`src/hdl/dam_pkg.sv`:
```
// Shared types and constants for the decimal accumulator machine.
package dam_pkg;

   localparam int MEM_WORDS_DEF = 100;
   localparam int WORD_W        = 15;
   localparam int MAG_W         = 14;
   localparam int PC_W          = 7;

   // Command codes of an input beat.
   localparam logic [1:0] CMD_LOAD    = 2'd0;
   localparam logic [1:0] CMD_STEP    = 2'd1;
   localparam logic [1:0] CMD_RESTART = 2'd2;

   // Event codes of a result beat.
   localparam logic [1:0] EV_NONE  = 2'd0;
   localparam logic [1:0] EV_WRITE = 2'd1;
   localparam logic [1:0] EV_HALT  = 2'd2;
   localparam logic [1:0] EV_ERROR = 2'd3;

   // Error codes.
   localparam logic [2:0] ERR_NONE     = 3'd0;
   localparam logic [2:0] ERR_OPCODE   = 3'd1;
   localparam logic [2:0] ERR_OVERFLOW = 3'd2;
   localparam logic [2:0] ERR_DIV_ZERO = 3'd3;
   localparam logic [2:0] ERR_RANGE    = 3'd4;
   localparam logic [2:0] ERR_NEG_EXP  = 3'd5;

   // Controller states.
   typedef enum logic [3:0] {
      ST_IDLE,
      ST_DISPATCH,
      ST_FETCH,
      ST_DECODE,
      ST_ADDR,
      ST_OPREAD,
      ST_EXEC,
      ST_ITER,
      ST_FINISH
   } dam_state_type;

   // Datapath operations issued by the controller.
   typedef enum logic [3:0] {
      DP_NOP,
      DP_CAPTURE,
      DP_DISPATCH,
      DP_SPLIT,
      DP_DECODE,
      DP_ADDR,
      DP_OPREAD,
      DP_EXEC,
      DP_ITER,
      DP_PUBLISH
   } dam_dpop_type;

   // Status returned by the datapath.
   typedef struct packed {
      logic [1:0] cmd;
      logic       halted;
      logic       pc_oob;
      logic       busy;
   } dam_sts_type;

endpackage

```
`src/hdl/dam_ctrl.sv`:
```
// Controller state machine of the decimal accumulator machine.
module dam_ctrl (
   input  logic                  clock,
   input  logic                  reset,
   input  logic                  req_valid,
   output logic                  req_ready,
   output logic                  rsp_valid,
   input  logic                  rsp_ready,
   input  dam_pkg::dam_sts_type  sts,
   output dam_pkg::dam_dpop_type dp_op
);
   import dam_pkg::*;

   dam_state_type state_ff, state_in;
   logic          rsp_valid_ff, rsp_valid_in;

   always_ff @(posedge clock) begin
      if (reset) begin
         state_ff     <= ST_IDLE;
         rsp_valid_ff <= 1'b0;
      end else begin
         state_ff     <= state_in;
         rsp_valid_ff <= rsp_valid_in;
      end
   end

   always_comb begin
      state_in     = state_ff;
      dp_op        = DP_NOP;
      req_ready    = 1'b0;
      rsp_valid_in = rsp_valid_ff && !rsp_ready;
      unique case (state_ff)
         ST_IDLE: begin
            req_ready = 1'b1;
            if (req_valid) begin
               dp_op    = DP_CAPTURE;
               state_in = ST_DISPATCH;
            end
         end
         ST_DISPATCH: begin
            dp_op = DP_DISPATCH;
            if (sts.cmd == CMD_STEP && !sts.halted && !sts.pc_oob) begin
               state_in = ST_FETCH;
            end else begin
               state_in = ST_FINISH;
            end
         end
         ST_FETCH: begin
            dp_op    = DP_SPLIT;
            state_in = ST_DECODE;
         end
         ST_DECODE: begin
            dp_op    = DP_DECODE;
            state_in = ST_ADDR;
         end
         ST_ADDR: begin
            dp_op    = DP_ADDR;
            state_in = ST_OPREAD;
         end
         ST_OPREAD: begin
            dp_op    = DP_OPREAD;
            state_in = ST_EXEC;
         end
         ST_EXEC: begin
            dp_op    = DP_EXEC;
            state_in = ST_ITER;
         end
         ST_ITER: begin
            if (sts.busy) begin
               dp_op = DP_ITER;
            end else begin
               state_in = ST_FINISH;
            end
         end
         ST_FINISH: begin
            if (!rsp_valid_ff || rsp_ready) begin
               dp_op        = DP_PUBLISH;
               rsp_valid_in = 1'b1;
               state_in     = ST_IDLE;
            end
         end
         default: begin
            state_in = ST_IDLE;
         end
      endcase
   end

   assign rsp_valid = rsp_valid_ff;

endmodule

```
`src/hdl/dam_dp.sv`:
```
// Datapath of the decimal accumulator machine: memory, registers and arithmetic.
module dam_dp #(
   parameter int MEM_WORDS = dam_pkg::MEM_WORDS_DEF
) (
   input  logic                  clock,
   input  logic                  reset,
   input  dam_pkg::dam_dpop_type dp_op,
   input  logic [1:0]            req_command,
   input  logic [6:0]            req_address,
   input  logic signed [14:0]    req_value,
   output dam_pkg::dam_sts_type  sts,
   output logic [1:0]            rsp_event_res,
   output logic signed [14:0]    rsp_out_value,
   output logic [2:0]            rsp_error_code,
   output logic [6:0]            rsp_program_counter,
   output logic signed [14:0]    rsp_accumulator_out
);
   import dam_pkg::*;

   localparam int AW = (MEM_WORDS > 1) ? $clog2(MEM_WORDS) : 1;
   localparam logic [PC_W-1:0] MEM_LIM = PC_W'(MEM_WORDS);

   localparam logic [6:0] OP_READ   = 7'd10;
   localparam logic [6:0] OP_WRITE  = 7'd11;
   localparam logic [6:0] OP_LOAD   = 7'd20;
   localparam logic [6:0] OP_STORE  = 7'd21;
   localparam logic [6:0] OP_ADD    = 7'd30;
   localparam logic [6:0] OP_SUB    = 7'd31;
   localparam logic [6:0] OP_DIV    = 7'd32;
   localparam logic [6:0] OP_MUL    = 7'd33;
   localparam logic [6:0] OP_REM    = 7'd34;
   localparam logic [6:0] OP_POW    = 7'd35;
   localparam logic [6:0] OP_BR     = 7'd40;
   localparam logic [6:0] OP_BRNEG  = 7'd41;
   localparam logic [6:0] OP_BRZERO = 7'd42;
   localparam logic [6:0] OP_HALT   = 7'd43;

   localparam logic [1:0] IT_DIV = 2'd0;
   localparam logic [1:0] IT_REM = 2'd1;
   localparam logic [1:0] IT_POW = 2'd2;

   localparam logic [3:0] DIV_STEPS_M1 = 4'(MAG_W - 1);

   function automatic logic oow30(input logic signed [29:0] v);
      return (v > 30'sd9999) || (v < -30'sd9999);
   endfunction

   function automatic logic [MAG_W-1:0] mag15(input logic signed [WORD_W-1:0] v);
      logic signed [WORD_W-1:0] a;
      a = v[WORD_W-1] ? -v : v;
      return a[MAG_W-1:0];
   endfunction

   // Captured request.
   logic [1:0]               cmd_ff;
   logic [PC_W-1:0]          adr_ff;
   logic signed [WORD_W-1:0] val_ff;

   // Architectural state.
   logic [PC_W-1:0]          pc_ff, pc_in;
   logic signed [WORD_W-1:0] acc_ff, acc_in;
   logic                     halt_ff, halt_in;

   // Word memory with one valid bit per word.
   logic signed [WORD_W-1:0] word_mem [MEM_WORDS];
   logic [MEM_WORDS-1:0]     vld_ff;
   logic                     we, re;
   logic [AW-1:0]            wa, ra;
   logic signed [WORD_W-1:0] wd;
   logic signed [WORD_W-1:0] rd_ff;
   logic                     rv_ff;

   // Decode pipeline.
   logic [MAG_W-1:0]         mag_ff, mag_in;
   logic [6:0]               opc_ff, opc_in;
   logic [6:0]               oa_ff, oa_in;
   logic [26:0]              dec_prod;
   logic [MAG_W-1:0]         hund;

   // Pending result.
   logic [1:0]               res_ev_ff, res_ev_in;
   logic signed [WORD_W-1:0] res_val_ff, res_val_in;
   logic [2:0]               res_err_ff, res_err_in;

   // Iterative divide and power unit.
   logic                     busy_ff, busy_in;
   logic [1:0]               mode_ff, mode_in;
   logic [3:0]               cnt_ff, cnt_in;
   logic [MAG_W-1:0]         num_ff, num_in;
   logic [MAG_W-1:0]         rem_ff, rem_in;
   logic [MAG_W-1:0]         den_ff, den_in;
   logic signed [WORD_W-1:0] pw_ff, pw_in;
   logic                     qneg_ff, qneg_in, rneg_ff, rneg_in;
   logic [MAG_W:0]           trial;
   logic [MAG_W+1:0]         tdiff;
   logic [MAG_W-1:0]         rem_step, num_step;
   logic signed [WORD_W-1:0] q_word, r_word;

   logic signed [WORD_W-1:0] m_word, mul_b;
   logic signed [29:0]       prod;
   logic signed [WORD_W:0]   sum_w;
   logic                     oa_oob, uses;
   logic [2:0]               ex_err;
   logic                     ex_adv;

   assign oa_oob   = oa_ff >= MEM_LIM;
   assign m_word   = (rv_ff && !oa_oob) ? rd_ff : '0;
   assign mul_b    = (dp_op == DP_ITER) ? pw_ff : m_word;
   assign prod     = acc_ff * mul_b;
   assign dec_prod = mag_ff * 13'd5243;
   assign hund     = opc_ff * 7'd100;

   // One restoring division step.
   assign trial    = {rem_ff, num_ff[MAG_W-1]};
   assign tdiff    = {1'b0, trial} - {2'b00, den_ff};
   assign rem_step = tdiff[MAG_W+1] ? trial[MAG_W-1:0] : tdiff[MAG_W-1:0];
   assign num_step = {num_ff[MAG_W-2:0], !tdiff[MAG_W+1]};
   assign q_word   = qneg_ff ? -$signed({1'b0, num_step}) : $signed({1'b0, num_step});
   assign r_word   = rneg_ff ? -$signed({1'b0, rem_step}) : $signed({1'b0, rem_step});

   assign uses = (opc_ff == OP_READ) || (opc_ff == OP_WRITE) || (opc_ff == OP_LOAD) ||
                 (opc_ff == OP_STORE) || (opc_ff == OP_ADD) || (opc_ff == OP_SUB) ||
                 (opc_ff == OP_DIV) || (opc_ff == OP_MUL) || (opc_ff == OP_REM) ||
                 (opc_ff == OP_POW) || (opc_ff == OP_BR) || (opc_ff == OP_BRNEG) ||
                 (opc_ff == OP_BRZERO);

   always_comb begin
      pc_in      = pc_ff;
      acc_in     = acc_ff;
      halt_in    = halt_ff;
      mag_in     = mag_ff;
      opc_in     = opc_ff;
      oa_in      = oa_ff;
      res_ev_in  = res_ev_ff;
      res_val_in = res_val_ff;
      res_err_in = res_err_ff;
      busy_in    = busy_ff;
      mode_in    = mode_ff;
      cnt_in     = cnt_ff;
      num_in     = num_ff;
      rem_in     = rem_ff;
      den_in     = den_ff;
      pw_in      = pw_ff;
      qneg_in    = qneg_ff;
      rneg_in    = rneg_ff;
      we         = 1'b0;
      wa         = oa_ff[AW-1:0];
      wd         = acc_ff;
      re         = 1'b0;
      ra         = pc_ff[AW-1:0];
      sum_w      = '0;
      ex_err     = ERR_NONE;
      ex_adv     = 1'b0;
      unique case (dp_op)
         DP_DISPATCH: begin
            res_ev_in  = EV_NONE;
            res_val_in = '0;
            res_err_in = ERR_NONE;
            unique case (cmd_ff)
               CMD_LOAD: begin
                  wa = adr_ff[AW-1:0];
                  if (val_ff > 15'sd9999) begin
                     wd = 15'sd9999;
                  end else if (val_ff < -15'sd9999) begin
                     wd = -15'sd9999;
                  end else begin
                     wd = val_ff;
                  end
                  we = adr_ff < MEM_LIM;
               end
               CMD_RESTART: begin
                  pc_in   = '0;
                  halt_in = 1'b0;
               end
               CMD_STEP: begin
                  if (halt_ff) begin
                     res_ev_in = EV_HALT;
                  end else if (pc_ff >= MEM_LIM) begin
                     halt_in    = 1'b1;
                     res_ev_in  = EV_ERROR;
                     res_err_in = ERR_RANGE;
                  end else begin
                     re = 1'b1;
                  end
               end
               default: begin
               end
            endcase
         end
         DP_SPLIT: begin
            // A word never written since reset reads as zero.
            mag_in = mag15(rv_ff ? rd_ff : '0);
         end
         DP_DECODE: begin
            opc_in = dec_prod[25:19];
         end
         DP_ADDR: begin
            oa_in = 7'(mag_ff - hund);
         end
         DP_OPREAD: begin
            re = 1'b1;
            ra = oa_ff[AW-1:0];
         end
         DP_EXEC: begin
            res_ev_in  = EV_NONE;
            res_val_in = '0;
            res_err_in = ERR_NONE;
            if (uses && oa_oob) begin
               ex_err = ERR_RANGE;
            end else begin
               priority case (opc_ff)
                  OP_READ: begin
                     if (val_ff > 15'sd9999 || val_ff < -15'sd9999) begin
                        ex_err = ERR_OVERFLOW;
                     end else begin
                        we     = 1'b1;
                        wd     = val_ff;
                        ex_adv = 1'b1;
                     end
                  end
                  OP_WRITE: begin
                     ex_adv     = 1'b1;
                     res_ev_in  = EV_WRITE;
                     res_val_in = m_word;
                  end
                  OP_LOAD: begin
                     acc_in = m_word;
                     ex_adv = 1'b1;
                  end
                  OP_STORE: begin
                     we     = 1'b1;
                     ex_adv = 1'b1;
                  end
                  OP_ADD, OP_SUB: begin
                     if (opc_ff == OP_ADD) begin
                        sum_w = {acc_ff[WORD_W-1], acc_ff} + {m_word[WORD_W-1], m_word};
                     end else begin
                        sum_w = {acc_ff[WORD_W-1], acc_ff} - {m_word[WORD_W-1], m_word};
                     end
                     if (sum_w > 16'sd9999 || sum_w < -16'sd9999) begin
                        ex_err = ERR_OVERFLOW;
                     end else begin
                        acc_in = sum_w[WORD_W-1:0];
                        ex_adv = 1'b1;
                     end
                  end
                  OP_MUL: begin
                     if (oow30(prod)) begin
                        ex_err = ERR_OVERFLOW;
                     end else begin
                        acc_in = prod[WORD_W-1:0];
                        ex_adv = 1'b1;
                     end
                  end
                  OP_DIV, OP_REM: begin
                     if (m_word == '0) begin
                        ex_err = ERR_DIV_ZERO;
                     end else begin
                        busy_in = 1'b1;
                        mode_in = (opc_ff == OP_DIV) ? IT_DIV : IT_REM;
                        cnt_in  = DIV_STEPS_M1;
                        num_in  = mag15(acc_ff);
                        den_in  = mag15(m_word);
                        rem_in  = '0;
                        qneg_in = acc_ff[WORD_W-1] ^ m_word[WORD_W-1];
                        rneg_in = acc_ff[WORD_W-1];
                     end
                  end
                  OP_POW: begin
                     if (m_word < 0) begin
                        ex_err = ERR_NEG_EXP;
                     end else if (m_word == '0) begin
                        acc_in = 15'sd1;
                        ex_adv = 1'b1;
                     end else if (acc_ff == 15'sd0 || acc_ff == 15'sd1) begin
                        ex_adv = 1'b1;
                     end else if (acc_ff == -15'sd1) begin
                        acc_in = m_word[0] ? -15'sd1 : 15'sd1;
                        ex_adv = 1'b1;
                     end else begin
                        busy_in = 1'b1;
                        mode_in = IT_POW;
                        num_in  = m_word[MAG_W-1:0];
                        pw_in   = 15'sd1;
                     end
                  end
                  OP_BR: begin
                     pc_in = oa_ff;
                  end
                  OP_BRNEG: begin
                     if (acc_ff < 0) begin
                        pc_in = oa_ff;
                     end else begin
                        ex_adv = 1'b1;
                     end
                  end
                  OP_BRZERO: begin
                     if (acc_ff == '0) begin
                        pc_in = oa_ff;
                     end else begin
                        ex_adv = 1'b1;
                     end
                  end
                  OP_HALT: begin
                     halt_in   = 1'b1;
                     res_ev_in = EV_HALT;
                  end
                  default: begin
                     ex_err = ERR_OPCODE;
                  end
               endcase
            end
         end
         DP_ITER: begin
            if (mode_ff == IT_POW) begin
               if (oow30(prod)) begin
                  busy_in = 1'b0;
                  ex_err  = ERR_OVERFLOW;
               end else begin
                  pw_in  = prod[WORD_W-1:0];
                  num_in = num_ff - 1'b1;
                  if (num_ff == 14'd1) begin
                     busy_in = 1'b0;
                     acc_in  = prod[WORD_W-1:0];
                     ex_adv  = 1'b1;
                  end
               end
            end else begin
               num_in = num_step;
               rem_in = rem_step;
               cnt_in = cnt_ff - 1'b1;
               if (cnt_ff == '0) begin
                  busy_in = 1'b0;
                  acc_in  = (mode_ff == IT_DIV) ? q_word : r_word;
                  ex_adv  = 1'b1;
               end
            end
         end
         DP_NOP, DP_CAPTURE, DP_PUBLISH: begin
         end
         default: begin
         end
      endcase
      if (ex_err != ERR_NONE) begin
         halt_in    = 1'b1;
         res_ev_in  = EV_ERROR;
         res_val_in = '0;
         res_err_in = ex_err;
      end else if (ex_adv) begin
         pc_in = pc_ff + 1'b1;
      end
   end

   always_ff @(posedge clock) begin
      if (reset) begin
         pc_ff   <= '0;
         acc_ff  <= '0;
         halt_ff <= 1'b0;
         busy_ff <= 1'b0;
         vld_ff  <= '0;
      end else begin
         pc_ff   <= pc_in;
         acc_ff  <= acc_in;
         halt_ff <= halt_in;
         busy_ff <= busy_in;
         if (we) begin
            vld_ff[wa] <= 1'b1;
         end
      end
   end

   always_ff @(posedge clock) begin
      if (we) begin
         word_mem[wa] <= wd;
      end
      if (re) begin
         rd_ff <= word_mem[ra];
         rv_ff <= vld_ff[ra];
      end
   end

   always_ff @(posedge clock) begin
      if (dp_op == DP_CAPTURE) begin
         cmd_ff <= req_command;
         adr_ff <= req_address;
         val_ff <= req_value;
      end
      mag_ff     <= mag_in;
      opc_ff     <= opc_in;
      oa_ff      <= oa_in;
      res_ev_ff  <= res_ev_in;
      res_val_ff <= res_val_in;
      res_err_ff <= res_err_in;
      mode_ff    <= mode_in;
      cnt_ff     <= cnt_in;
      num_ff     <= num_in;
      rem_ff     <= rem_in;
      den_ff     <= den_in;
      pw_ff      <= pw_in;
      qneg_ff    <= qneg_in;
      rneg_ff    <= rneg_in;
      if (dp_op == DP_PUBLISH) begin
         rsp_event_res       <= res_ev_ff;
         rsp_out_value       <= res_val_ff;
         rsp_error_code      <= res_err_ff;
         rsp_program_counter <= pc_ff;
         rsp_accumulator_out <= acc_ff;
      end
   end

   assign sts.cmd    = cmd_ff;
   assign sts.halted = halt_ff;
   assign sts.pc_oob = pc_ff >= MEM_LIM;
   assign sts.busy   = busy_ff;

endmodule

```
`src/hdl/decimal_accumulator_machine.sv`:
```
// Top level of the decimal accumulator machine: controller, datapath and checks.
//
// The block runs a small decimal program held in MEM_WORDS signed four-digit
// words. Each request beat carries a command: load one program word, execute
// one instruction, or restart at pc zero. Every request beat produces exactly
// one response beat with an event code, the value of a write instruction, an
// error code, and the pc and accumulator after the command.
// Both channels use valid and ready. A request is taken only while the block
// is idle, so one command is in flight at a time; a finished response waits in
// the output register, and the block already accepts the next request then.
// Fetch, decode, operand read and execute of an instruction are sequenced by
// the controller over one memory read port; load and restart skip them.
// Divide and remainder iterate with one quotient bit per cycle over 14 bits,
// and exponent with one multiplication per cycle.
// If the receiver stalls, the next response waits in the final state until the
// output register is free. Synchronous reset clears the memory valid bits (so
// every word reads as zero), the pc, accumulator and halted flag, and both
// channels' handshake state.
module decimal_accumulator_machine #(
   parameter int MEM_WORDS = dam_pkg::MEM_WORDS_DEF
) (
   input  logic               clock,
   input  logic               reset,
   input  logic               req_valid,
   output logic               req_ready,
   input  logic [1:0]         req_command,
   input  logic [6:0]         req_address,
   input  logic signed [14:0] req_value,
   output logic               rsp_valid,
   input  logic               rsp_ready,
   output logic [1:0]         rsp_event_res,
   output logic signed [14:0] rsp_out_value,
   output logic [2:0]         rsp_error_code,
   output logic [6:0]         rsp_program_counter,
   output logic signed [14:0] rsp_accumulator_out
);
   import dam_pkg::*;

   // Command from the controller and status from the datapath.
   dam_dpop_type dp_op;
   dam_sts_type  sts;

   dam_ctrl u_ctrl (
      .clock     (clock),
      .reset     (reset),
      .req_valid (req_valid),
      .req_ready (req_ready),
      .rsp_valid (rsp_valid),
      .rsp_ready (rsp_ready),
      .sts       (sts),
      .dp_op     (dp_op)
   );

   dam_dp #(
      .MEM_WORDS (MEM_WORDS)
   ) u_dp (
      .clock               (clock),
      .reset               (reset),
      .dp_op               (dp_op),
      .req_command         (req_command),
      .req_address         (req_address),
      .req_value           (req_value),
      .sts                 (sts),
      .rsp_event_res       (rsp_event_res),
      .rsp_out_value       (rsp_out_value),
      .rsp_error_code      (rsp_error_code),
      .rsp_program_counter (rsp_program_counter),
      .rsp_accumulator_out (rsp_accumulator_out)
   );

   // Only one command is in flight: an accepted beat closes the request side.
   a_one_in_flight: assert property (@(posedge clock) disable iff (reset)
      req_valid && req_ready |=> !req_ready)
      else $error("request accepted while a command was in flight");

   // An error code travels only with an error event.
   a_err_event: assert property (@(posedge clock) disable iff (reset)
      rsp_valid |-> ((rsp_event_res == EV_ERROR) == (rsp_error_code != ERR_NONE)))
      else $error("error code and event disagree");

   // Only a write instruction carries an output value.
   a_out_value: assert property (@(posedge clock) disable iff (reset)
      rsp_valid && (rsp_event_res != EV_WRITE) |-> (rsp_out_value == '0))
      else $error("output value outside a write event");

   // The accumulator never leaves the four-digit range.
   a_acc_range: assert property (@(posedge clock) disable iff (reset)
      rsp_valid |-> (rsp_accumulator_out <= 15'sd9999 && rsp_accumulator_out >= -15'sd9999))
      else $error("accumulator out of range");

endmodule
```
`config.mk`:
```
export PLATFORM = sky130hd
export DESIGN_NAME = decimal_accumulator_machine
export DESIGN_NICKNAME = d
export VERILOG_FILES = /design/src/hdl/dam_pkg.sv /design/src/hdl/dam_ctrl.sv /design/src/hdl/dam_dp.sv /design/src/hdl/decimal_accumulator_machine.sv
export SDC_FILE = /design/constraint.sdc
export NUM_CORES = 2
export LEC_CHECK = 0
export BUFFER_PORTS_ARGS = -buffer_cell sky130_fd_sc_hd__buf_2
export CELL_PAD_IN_SITES_DETAIL_PLACEMENT = 1
export CELL_PAD_IN_SITES_GLOBAL_PLACEMENT = 1
export CORE_ASPECT_RATIO = 0.8
export CORE_UTILIZATION = 30
export DETAILED_ROUTE_END_ITERATION = 10
export GPL_TIMING_DRIVEN = 1
export PLACE_DENSITY = 0.59
export SLEW_MARGIN = 20
export SYNTH_ARGS = -nofsm -noshare
export SYNTH_HDL_FRONTEND = slang
export SYNTH_SLANG_ARGS = --single-unit
```
`constraint.sdc`:
```
create_clock -name clock -period 18 [get_ports clock]
set_input_delay 3.6 -clock clock [delete_from_list [all_inputs] [get_ports clock]]
set_output_delay 3.6 -clock clock [all_outputs]
set_load 0.01 [all_outputs]
```
* Word-level counts from Yosys, hierarchy flattened
Memory sizes are Yosys's and may differ from the RTL's. A register that Yosys moved wholly into a read port is not among the register bits.
Cells that the tools add are included.
** Operators by class
- Bitwise gates (word level) :: 4
- $lt $le $gt $ge :: 14
- Mux-type cells :: 165
- Multiply operators :: 3
- Equal/unequal tests :: 73
- Reductions and logical operators :: 54
- $add $sub $neg :: 12
** Operators with widths (count)
- $mux 15 :: 33
- $mux 14 :: 16
- $pmux 15 s2 :: 4
- $or 100x100->100 :: 1
- $pmux 14 s2 :: 3
- $pmux 4 s9 :: 2
- $mux 16 :: 4
- $mux 7 :: 9
- $pmux 15 s4 :: 1
- $eq 7x6->1 const B :: 8
- $logic_not 15->1 :: 3
- $mux 1 :: 43
- $neg 14->14 :: 3
- $mux 4 :: 10
- $ne 3x3->1 const B :: 11
- $eq 4x3->1 const B :: 8
- $ne 2x2->1 const B :: 16
- $gt 30x15->1 const B :: 1
- $lt 15x1->1 const B :: 2
- $lt 30x15->1 const B :: 1
- $mul 15x15->30 :: 1
- $neg 14->15 :: 2
- $eq 7x5->1 const B :: 4
- $mux 2 :: 14
- 61 further kinds :: 125
** Storage, ports and cells
- Word-level logic and storage cells :: 356
- RAM bits :: 1500
- Memories :: 1
- Bits of input ports :: 28
- Output and inout port bits :: 44
- Bits in registers :: 309
** Memories
- u_dp.word_mem :: depth 100, width 15, rd ports 1, clocked after Yosys merged registers in 1, write ports 1, RTL line dam_dp.sv:65 : logic signed [WORD_W-1:0] word_mem [MEM_WORDS];

* Logic depth before layout (Yosys ltp)
- Word-level depth :: 25
- Depth in mapped cells :: 35
- Gate-level depth less buffers :: 31

* Modules after synthesis
A second synthesis with hierarchy kept.
** Second synthesis, totals
- Cell total of the unflattened synthesis :: 6224
- Area, all modules :: 88297.2 um^2
** Modules (own cells, without submodules)
- dam_dp :: times used 1, seq. area each 53211.0 um^2, cells each 6177, area an instance 87914.3 um^2
- dam_ctrl :: times used 1, seq. area each 100.1 um^2, cells each 47, area an instance 382.9 um^2

* Least setup slack after synthesis
Ideal clock, no wire load.
- Path kind :: register to register
- Start :: reg u_dp.oa_ff[3]
- End :: reg u_dp.res_err_ff[0], enable pin
- Period minus slack after synthesis :: 8910 ps
- Cell stages (with the launch flop) :: 33
- Arrival time :: 8659 ps
- Library setup time :: 251 ps
- Required time :: 17749 ps
- Setup slack :: 9090 ps
- Buffers on the path :: 6
- Cells stage by stage :: edfxtp_1 -> o311ai_4 -> and2_1 -> clkbuf_1 -> clkbuf_1 -> nand2_1 -> o21ai_0 -> clkbuf_1 -> nand2_1 -> fa_1 -> inv_1 -> fa_1 -> fa_1 -> fa_1 -> fa_1 -> inv_1 -> fa_1 -> inv_1 -> ha_1 -> buf_2 -> a21o_1 -> a211o_1 -> a211oi_1 -> o2111ai_1 -> o311a_1 -> a2111oi_2 -> o2111ai_1 -> or4_4 -> o211ai_2 -> and3_1 -> buf_2 -> buf_2 -> inv_1
** On the way
- Cells in the longest elaborated chain, start to end :: 17
- Elaborated cells between the ends (all ways) :: 31
- Classes of those cells :: add/sub (2); mul (1); order compare (6); mux (14); reduce/logical (8)
** RTL lines
- from (decl) :: RTL line dam_dp.sv:76 : logic [6:0] oa_ff, oa_in;
- from (signal assigned) :: RTL line dam_dp.sv:390 : oa_ff <= oa_in;
- $ge 7x7->1 (*) :: RTL line dam_dp.sv:106 : assign oa_oob = oa_ff >= MEM_LIM;
- parallel branches: the longest is 13 deep, another holds $mul 15x15->30
- $pmux 3 s2 (*) :: RTL line dam_dp.sv:154 : unique case (dp_op)
- $reduce_bool 3->1 (*) :: RTL line dam_dp.sv:344 : if (ex_err != ERR_NONE) begin
- $reduce_bool 3->1 (no line) (*)
- to (signal assigned) :: RTL line dam_dp.sv:393 : res_err_ff <= res_err_in;
- to (decl) :: RTL line dam_dp.sv:83 : logic [2:0] res_err_ff, res_err_in;
Mark *: on every way between the ends. The select of a mux whose other input is x is not followed.
A chain may end at the register's enable or synchronous reset.

* Final worst setup path
- Start :: reg u_dp.oa_ff[3]
- End :: reg u_dp.res_err_ff[1], enable pin
The elaborated chain is that of the path after synthesis.

==> flow_summary.json <==
{
  "ioPinCount": 72,
  "drive_gt1_share_pct": 16.3,
  "period_share_pct": 60.0,
  "drc": 0,
  "num_vias": 53479,
  "vdd_ir_drop_max_mv": 0.0878,
  "grt_usage_pct": 17.9,
  "hold_buffers": 0,
  "setup_viol": 0,
  "post_cts_buffers": 0,
  "synthDominantCellAreaShare_pct": 57.3,
  "cts.sinks": 1824,
  "r2r_end": "u_dp.res_err_ff[1]$_SDFFCE_PN0P_",
  "ys_async_sr_fraction_pct": 0,
  "worst-r2r-setup-slack_ns": 7.20,
  "clock_path_buffers": 4,
  "die_h_um": 486,
  "holdPathStages": 0,
  "dpl_cell_area_mm2": 0.0938,
  "postRouteAntennaNets": 0,
  "p_per_area_mw_per_mm2": 87.3,
  "rows": 177,
  "wl_um": 269000,
  "outcome": "complete, no violations",
  "reg2regPathDepth": 25,
  "viasPerCell": 5.21,
  "syn_inst": 6142,
  "nets": 6815,
  "synth_seq_area_share_pct": 60.6,
  "finalMaxSlewViolations": 0,
  "syn-num-nets": 6685,
  "crit_required_ns": 18.52,
  "synth_ff_type": "edfxtp_1",
  "arrival_ns": 11.32,
  "first_pass_iters": 6,
  "worstPathMaxFanout": 17,
  "leakage_nw": 35.8,
  "fmax_mhz": 92.6,
  "ctsResizeCount": 0,
  "dpl.hpwl_um": 175000,
  "insertion_delay_ns": 0.89,
  "drtIter0Drc": 4959,
  "yosysTopAreaCell": "edfxtp_1",
  "report.final.hold_viol_count": 0,
  "stdcell_area_mm2": 0.0998,
  "fillers": 30365,
  "synth_warnings": 0,
  "grt_overflow": 0,
  "start_util_pct": 30.2,
  "synth_area_mm2": 0.0880,
  "synth_edf_count": 1678,
  "period_needed_ns": 10.80,
  "tns_ns": 0,
  "worst_hold_slack_ns": 0.457,
  "synth.avg_cell_area_um2": 14.3,
  "core-area_mm2": 0.291,
  "max-cap-violations": 0,
  "r2r-start": "u_dp.oa_ff[3]$_DFFE_PN_",
  "grt_pass1_wl_um": 393000,
  "hold_class": "register to register",
  "first_global_vias": 55362,
  "start_kind": "register",
  "layout_commonest_cell": "edfxtp_1",
  "antenna_found_initial": 16,
  "rsz0062_at_grt": "no",
  "min_delay_worst_endpoint": "u_dp.rsp_accumulator_out[11]$_DFFE_PN_",
  "post-place-ws_ns": 7.20,
  "final_cell_mix": "edfxtp_1 (1,678), nand2_1 (702), nor2_1 (454)",
  "synth_seq_cells": 1824,
  "port_buffers": 71,
  "cts_buffers": 186,
  "place_congestion": 0.878,
  "final_util_pct": 34.3,
  "htreeDepth": 4,
  "area.growth.synth_to_final_pct": 13.4,
  "synth.top_cells.by_area": "edfxtp_1 (57%), mux4_2 (10%), fa_1 (6.5%)",
  "worst_slew_pin_slew_ns": 1.15,
  "die-area_mm2": 0.295,
  "slew_headroom_pct": 22.9,
  "worstHoldStart": "u_dp.acc_ff[11]$_SDFFE_PP0P_",
  "die_x_um": 607,
  "clkTransAtPathRegs_ns": 0.07,
  "cts_tree": "done",
  "end_kind": "register",
  "grt_max_degree": 116,
  "setup.worst_path.class": "register to register",
  "fin_ws_ns": 7.20,
  "finClkSkew_ns": 0.113,
  "avgRoutedWirePerCell_um": 26.2,
  "root_buffer": "clkbuf_16",
  "synth_cell_type_count": 94
}
metal layers:
layer | global-route usage, % | vias up | share of wire (%)
met5 | 0 | - | 0.0074
met1 | 26.9 | 28488 | 47
li1 | - | 22997 | -
met3 | 2.65 | 319 | 6.5
met2 | 27.3 | 1673 | 44
met4 | 4.08 | 2 | 2.3
stage by stage:
| step | power, mW | cells |
|---|---|---|
| 3_5_place_dp | 4.96 | 9931 |
| 6_report | 8.71 | 10271 |
| 2_1_floorplan | 4.85 | 6142 |
| 3_3_place_gp | 4.95 | 9931 |
| 5_1_grt | 8.96 | 10270 |
| 4_1_cts | 8.81 | 10269 |
cells in the mapped netlist, types with 19 or more instances:
| cell type | count |
|---|---|
| ha_1 | 228 |
| mux4_2 | 400 |
| dfxtp_1 | 146 |
| fa_1 | 287 |
| a21o_1 | 37 |
| and3_1 | 48 |
| or3_1 | 21 |
| buf_2 | 22 |
| o311ai_0 | 19 |
| a21oi_1 | 126 |
| xnor2_1 | 84 |
| o211ai_1 | 29 |
| edfxtp_1 | 1678 |
| mux2i_1 | 20 |
| nand2b_1 | 26 |
| nand3_1 | 277 |
| a31oi_1 | 25 |
| nor2b_1 | 19 |
| and2_1 | 101 |
| o21ai_0 | 148 |
| xor2_1 | 47 |
| nor4_1 | 21 |
| nand2_1 | 702 |
| buf_1 | 74 |
| clkbuf_1 | 234 |
| inv_1 | 436 |
| o31ai_1 | 26 |
| a311oi_1 | 35 |
| nor2_1 | 460 |
| nor3_1 | 59 |
area by class of cell:
cell class | instances | area, um^2 | area share (%)
inverter | 439 | 1650 | 1.65
antenna | 1 | 2.50 | 0.00251
tap | 3848 | 4810 | 4.83
multi-input combinational | 3549 | 32100 | 32.2
sequential | 1824 | 53300 | 53.4
clock buffer | 244 | 5100 | 5.11
clock inverter | 94 | 795 | 0.796
timing repair buffer | 272 | 1980 | 1.98
how the worst max path moves through the flow:
stage	from	to
3_3_place_gp	u_dp.oa_ff[3]$_DFFE_PN_	u_dp.pw_ff[6]$_SDFFCE_PN0P_
4_1_cts	u_dp.oa_ff[3]$_DFFE_PN_	u_dp.res_err_ff[0]$_SDFFCE_PN0P_
2_1_floorplan	u_dp.oa_ff[3]$_DFFE_PN_	u_dp.res_err_ff[0]$_SDFFCE_PN0P_
6_report	u_dp.oa_ff[3]$_DFFE_PN_	u_dp.res_err_ff[1]$_SDFFCE_PN0P_
3_5_place_dp	u_dp.oa_ff[3]$_DFFE_PN_	u_dp.res_err_ff[0]$_SDFFCE_PN0P_
5_1_grt	u_dp.oa_ff[3]$_DFFE_PN_	u_dp.res_val_ff[1]$_SDFFE_PP0N_
registers in the layout, indices dropped and copies added (netlist names), 15 cells and up:
name and flops:
u_dp.pw_ff 15, u_dp.rd_ff 15, u_dp.rsp_out_value 15, u_dp.acc_ff 15
u_dp.val_ff 15, u_dp.word_mem 1500, u_dp.vld_ff 100, u_dp.res_val_ff 15
u_dp.rsp_accumulator_out 15
report_power, final:
part           switching, mW  leakage (nW)  internal, mW
Clock                   1.69          2.89          2.16
Combinational          0.166          16.3        0.0767
Sequential            0.0163          16.6          4.61
critical path: stages, from the launching register on:
cell and delay, ns:
edfxtp_1 0.57, o311ai_4 0.50, and2_1 0.63, nand2_1 0.30, o21ai_1 0.84, nand2_1 0.32
fa_1 0.65, inv_1 0.06, fa_1 0.80, fa_1 0.52, fa_1 0.48, fa_1 0.55
inv_1 0.06, fa_1 0.53, inv_1 0.04, ha_1 0.40, and2_1 0.20, a31oi_1 0.16
nand3_1 0.09, a211oi_1 0.47, nand4_1 0.14, a2111oi_0 0.49, nand4_1 0.50, o211ai_2 0.37
and3_1 0.63, inv_1 0.19
cell families (layout without fill, tap and decap cells):
family | count (synthesis) | count (layout) | share of synthesized area [%]
flip-flops | 1824 | 1824 | 60.6
other | 0 | 1 | 0
AND/OR/NAND/NOR | 1815 | 1815 | 9.22
buffers and inverters | 769 | 1049 | 3.31
multiplexers | 428 | 428 | 10.6
XOR/XNOR | 133 | 133 | 1.36
AO/OA/AOI/OAI | 658 | 658 | 5.16
adder cells (fa/ha/maj) | 515 | 515 | 9.77
No activity file was read; power rests on OpenSTA's default activity.
